--- config.mk ---
export PLATFORM = sky130hd
export DESIGN_NAME = nca_ctrl
export DESIGN_NICKNAME = d
export VERILOG_FILES = /design/src/rtl/core/nca_pkg.sv /design/src/rtl/core/nca_ctrl.sv
export SDC_FILE = /design/constraint.sdc
export NUM_CORES = 1
export LEC_CHECK = 0
export ABC_AREA = 1
export BUFFER_PORTS_ARGS = -buffer_cell sky130_fd_sc_hd__buf_2
export CORE_MARGIN = 2
export CORE_UTILIZATION = 45
export CTS_BUF_LIST = sky130_fd_sc_hd__clkbuf_16
export CTS_CLUSTER_SIZE = 10
export DETAILED_ROUTE_END_ITERATION = 10
export PLACE_DENSITY = 0.68
export SKIP_LAST_GASP = 1
export SYNTH_ARGS = -nofsm -noshare
export SYNTH_HDL_FRONTEND = slang
export SYNTH_SLANG_ARGS = --single-unit
export TNS_END_PERCENT = 10
--- constraint.sdc ---
create_clock -name clock -period 1.75 [get_ports clock]
set_input_delay 0.35 -clock clock [delete_from_list [all_inputs] [get_ports clock]]
set_output_delay 0.35 -clock clock [all_outputs]
set_load 0.01 [all_outputs]
--- src/rtl/core/nca_pkg.sv ---
package nca_pkg;

   localparam int ID_BITS      = 24;
   localparam int SLOT_BITS    = 8;
   localparam int NEAREST_BITS = 8;
   localparam int COUNT_BITS   = 9;
   localparam int DIST_BITS    = 49;

   localparam logic [DIST_BITS-1:0] DIST_MAX = '1;

   localparam logic REQ_LOAD  = 1'b0;
   localparam logic REQ_QUERY = 1'b1;

   // stages between the last table read and the final best update
   localparam int DRAIN_CYCLES = 4;
   localparam int DRAIN_BITS   = 2;

   typedef enum logic [1:0] {
      ST_IDLE,
      ST_SCAN,
      ST_DRAIN,
      ST_EMIT
   } state_type;

   typedef struct packed {
      logic                  load;
      logic                  capture;
      logic                  issue;
      logic [COUNT_BITS-1:0] rd_idx;
      logic                  emit;
      logic                  empty;
   } cmd_type;

endpackage

--- src/rtl/core/nca_ctrl.sv ---
module nca_ctrl #(
   parameter int MAX_CENTERS = 256
) (
   input  logic                            clock,
   input  logic                            reset,
   input  logic                            start,
   input  logic                            req_type,
   input  logic                            csr_valid,
   input  logic [nca_pkg::COUNT_BITS-1:0]  csr_data,
   output logic                            csr_ready,
   output logic                            busy,
   output nca_pkg::cmd_type                cmd
);

   nca_pkg::state_type state_ff, state_in;
   logic [nca_pkg::COUNT_BITS-1:0] count_ff, count_in;
   logic [nca_pkg::COUNT_BITS-1:0] idx_ff, idx_in;
   logic [nca_pkg::DRAIN_BITS-1:0] drain_ff, drain_in;
   logic accept;
   logic last_idx;

   assign accept   = start && (state_ff == nca_pkg::ST_IDLE);
   assign last_idx = (idx_ff == (count_ff - nca_pkg::COUNT_BITS'(1)));

   // center_count saturates at the table depth
   always_comb begin
      count_in = count_ff;
      if (csr_valid && csr_ready) begin
         count_in = (32'(csr_data) > MAX_CENTERS) ?
                    nca_pkg::COUNT_BITS'(MAX_CENTERS) : csr_data;
      end
   end

   always_comb begin
      state_in = state_ff;
      unique case (state_ff)
         nca_pkg::ST_IDLE: begin
            if (accept && (req_type == nca_pkg::REQ_QUERY)) begin
               state_in = (count_ff == '0) ? nca_pkg::ST_EMIT : nca_pkg::ST_SCAN;
            end
         end
         nca_pkg::ST_SCAN: begin
            if (last_idx) begin
               state_in = nca_pkg::ST_DRAIN;
            end
         end
         nca_pkg::ST_DRAIN: begin
            if (drain_ff == '0) begin
               state_in = nca_pkg::ST_EMIT;
            end
         end
         nca_pkg::ST_EMIT: begin
            state_in = nca_pkg::ST_IDLE;
         end
         default: begin
            state_in = nca_pkg::ST_IDLE;
         end
      endcase
   end

   always_comb begin
      idx_in   = idx_ff;
      drain_in = drain_ff;
      unique case (state_ff)
         nca_pkg::ST_IDLE: begin
            idx_in = '0;
         end
         nca_pkg::ST_SCAN: begin
            idx_in   = idx_ff + nca_pkg::COUNT_BITS'(1);
            drain_in = nca_pkg::DRAIN_BITS'(nca_pkg::DRAIN_CYCLES - 1);
         end
         nca_pkg::ST_DRAIN: begin
            drain_in = drain_ff - nca_pkg::DRAIN_BITS'(1);
         end
         default: begin
         end
      endcase
   end

   always_comb begin
      busy        = (state_ff != nca_pkg::ST_IDLE);
      csr_ready   = (state_ff == nca_pkg::ST_IDLE);
      cmd.load    = accept && (req_type == nca_pkg::REQ_LOAD);
      cmd.capture = accept && (req_type == nca_pkg::REQ_QUERY);
      cmd.issue   = (state_ff == nca_pkg::ST_SCAN);
      cmd.rd_idx  = idx_ff;
      cmd.emit    = (state_ff == nca_pkg::ST_EMIT);
      cmd.empty   = (count_ff == '0);
   end

   always_ff @(posedge clock) begin
      if (reset) begin
         state_ff <= nca_pkg::ST_IDLE;
         count_ff <= '0;
         idx_ff   <= '0;
         drain_ff <= '0;
      end else begin
         state_ff <= state_in;
         count_ff <= count_in;
         idx_ff   <= idx_in;
         drain_ff <= drain_in;
      end
   end

   a_scan_has_centers: assert property (@(posedge clock) disable iff (reset)
      (state_ff == nca_pkg::ST_SCAN) |-> (count_ff != '0))
      else $error("scan with no centers");

   a_issue_in_range: assert property (@(posedge clock) disable iff (reset)
      cmd.issue |-> (cmd.rd_idx < count_ff))
      else $error("table read beyond center_count");

   a_emit_then_idle: assert property (@(posedge clock) disable iff (reset)
      cmd.emit |=> (state_ff == nca_pkg::ST_IDLE))
      else $error("emit not followed by idle");

endmodule

==> impl_metrics.csv <==
group,metric,value,unit
clocking,cts.clk_slew.worst_paths,0.06,ns
final_layout,final_cells,289,
floorplan,start_util,46.5,%
synthesis,ys_types,24,
hold_path,hold_path.class,"input port to flip-flop",
sta,fin_crit,1.68,ns
final_layout,drive_gt1_share,25.8,%
final_layout,nets,278,
routing,drtIter0Drc,90,
setup_path,crit_fanout,6,
flow_run,cap_violations,0,
power_and_ir_drop,p_clk_share,24.0,%
placement,dp_slack,0.0959,ns
routing,via_per_inst,4.99,
power_and_ir_drop,worst_ir_drop_vdd,0.999,mV
floorplan,fp.dieW,59.7,um
sta,slew_headroom,75.8,%
synthesis,ys_top_cells_by_count,"nand2_1 (54), inv_1 (35), dfxtp_1 (22)",
clocking,ctsResizeCount,0,
routing,wirelength,3370,um
power_and_ir_drop,p_seq_share,26.1,%
sta,fmax,0.597,GHz
sta,setup_viol,0,
synthesis,syn-num-nets,235,
routing,ant_nets,0,
sta,period_share,95.7,%
setup_path,critical_path.most_common_cell,"inv_1",
sta,rsz0062_at_grt,"yes",
clocking,ctsHtreeMaxLevel,1,
routing,vias,1442,
sta,setup_tns,0,ns
sta,setup_ws,0.0745,ns
routing,dr.pass1.iters,4,
synthesis,ys_seq_area_share,31.6,%
sta,finalHoldViolCount,0,
setup_path,path_buf_inv,3,
grt,grt_max_degree,14,
setup_path,crit_slowest_cell,"dfxtp_1",
synthesis,synth_cells,214,
grt,grt_pass1_wl,5670,um
final_layout,fill_cells,305,
sta,drv_slew,0,
sta,clock_skew,0.00193,ns
run_status,status,"completed",
synthesis,synth_area_per_cell,6.52,um2
setup_path,critPathMaxStageDelay,0.37,ns
placement,gp_congestion,0.931,
clocking,root_buffer,"clkbuf_16",
placement,dp_hpwl,2610,um
setup_path,cp.required,1.40,ns
floorplan,ioPinCount,30,
clocking,clk_path_buf_depth,2,
floorplan,die_area,3560,um2
grt,grt_overflow,0,
synthesis,yosys_register_bits,22,
setup_path,path_class,"flip-flop to primary output",
clocking,cts_sinks,22,
final_layout,area_delta_synth_final,27.9,%
synthesis,synth_top_area_share,31.6,%
clocking,post_cts.repair.setup_buffers,0,
power_and_ir_drop,power_density,1490,nW/um2
final_layout,multi_input_area,838,um2
power_and_ir_drop,leakagePower,0.000889,uW
synthesis,yosys-top-cells-area,"dfxtp_1 (32%), nand2_1 (15%), inv_1 (9.4%)",
placement,portBuffers,29,
power_and_ir_drop,p_sw,1090,uW
synthesis,synth_edf_count,0,
power_and_ir_drop,p_int,1580,uW
floorplan,coreArea,3000,um2
synthesis,yosysWarnings,0,
grt,antenna_found_initial,0,
routing,drc,0,
final_layout,diodes,0,
synthesis,synth.most_common_cell,"nand2_1",
clocking,hold_buffers,0,
grt,grt_pass1_vias,1316,
floorplan,row_count,20,
power_and_ir_drop,power,2660,uW
setup_path,critical_path.top_delay_family,"buffers and inverters",
final_layout,register_area,440,um2
floorplan,die_h,59.7,um
synthesis,yosys_most_used_dff,"dfxtp_1",
setup_path,crit_chain,"inv_1, ha_1, inv_1, buf_2",
power_and_ir_drop,p_comb_share,49.9,%
power_and_ir_drop,swShare,40.8,%
synthesis,syn_area,1400,um2
setup_path,cp.arrival,1.33,ns
synthesis,synthArstFlopShare,0,%
sta,tightest_slew,0.363,ns
grt,grt_util_all_layers,21.0,%
setup_path,cp-end-kind,"primary output",
setup_path,worstSetupStartpointType,"flip-flop",
clocking,clk_latency,0.25,ns
placement,dp_cells,285,
clocking,cts_tree,"yes",
synthesis,yosys.area.top_type,"dfxtp_1",
clocking,numCtsBuffers,3,
routing,wl_per_cell,11.7,um
==> power groups by stage <==
stage               clock, uW  combinational [uW]  sequential (uW)
global route              674                1520              709
floorplan                   0                 917              687
CTS                       649                1300              692
detailed placement          0                1290              701
finish                    638                1330              694
global placement            0                1280              702
==> logic make-up (layout without fill, tap and decap cells) <==
logic type	count (synthesis)	after routing	synth area share, %
flops	22	22	31.6
fa+ha+maj	7	7	6.28
xor+xnor	4	4	2.51
compound gates	37	37	15.6
simple gates	107	107	34.1
buf+inv	37	79	9.95
==> flip-flops by register name, summed over array words and instances (netlist names) <==
| signal | count |
|---|---|
| count_ff | 9 |
| idx_ff | 9 |
| state_ff | 2 |
| drain_ff | 2 |
==> final cells by class <==
class	count	share of cell area (%)
inverter	35	7.36
sequential	22	24.7
clock buffer	3	4.21
clock inverter	1	1.68
multi-input combinational	155	47.0
tap	33	2.31
timing repair buffer	40	12.8
==> tightest hold or removal path: stages <==
cell and delay [ns]:
buf_2 0.10, nand2_1 0.06, a21oi_1 0.05
==> stage by stage <==
step / utilization (%) / instance area, um2 / hold WS (ns)
2_1_floorplan: - / 1400 / 0.428
3_3_place_gp: 55.2 / 1660 / 0.453
3_5_place_dp: 55.2 / 1660 / 0.455
4_1_cts: 58.7 / 1760 / 0.354
5_1_grt: 59.4 / 1780 / 0.378
6_report: 59.4 / 1780 / 0.359
==> layer usage <==
layer	track usage [%]	vias to the layer above	part of all wire, %
met2	34.0	27	44
met4	6.67	0	2.1
met3	4.33	6	3.8
li1	-	776	-
met5	0	-	0
met1	27.8	633	50
==> cells in the final DEF (no fill, tap or decap), drive strengths merged, types with 2 or more instances in the layout <==
master / Yosys / layout
a21oi: 13 / 13
nor4: 2 / 2
o21ai: 11 / 11
nor3: 2 / 2
nor2: 26 / 26
nand2: 61 / 61
a31oi: 3 / 3
dfxtp: 22 / 22
ha: 7 / 7
buf: 1 / 40
clkbuf: 1 / 3
xnor2: 2 / 2
a211oi: 7 / 7
nand3: 15 / 15
inv: 35 / 35
xor2: 2 / 2
==> final timing paths <==
check / cells after the start / start / slack (ns) / end
min: 3 / csr_data[5] / 0.36 / count_ff[5]
max reg2reg: 11 / state_ff[1] / 0.15 / idx_ff[7]
max: 4 / state_ff[0] / 0.07 / busy
min reg2reg: 1 / drain_ff[0] / 0.47 / drain_ff[0]
Note: power is estimated with default switching activity, not from simulation.
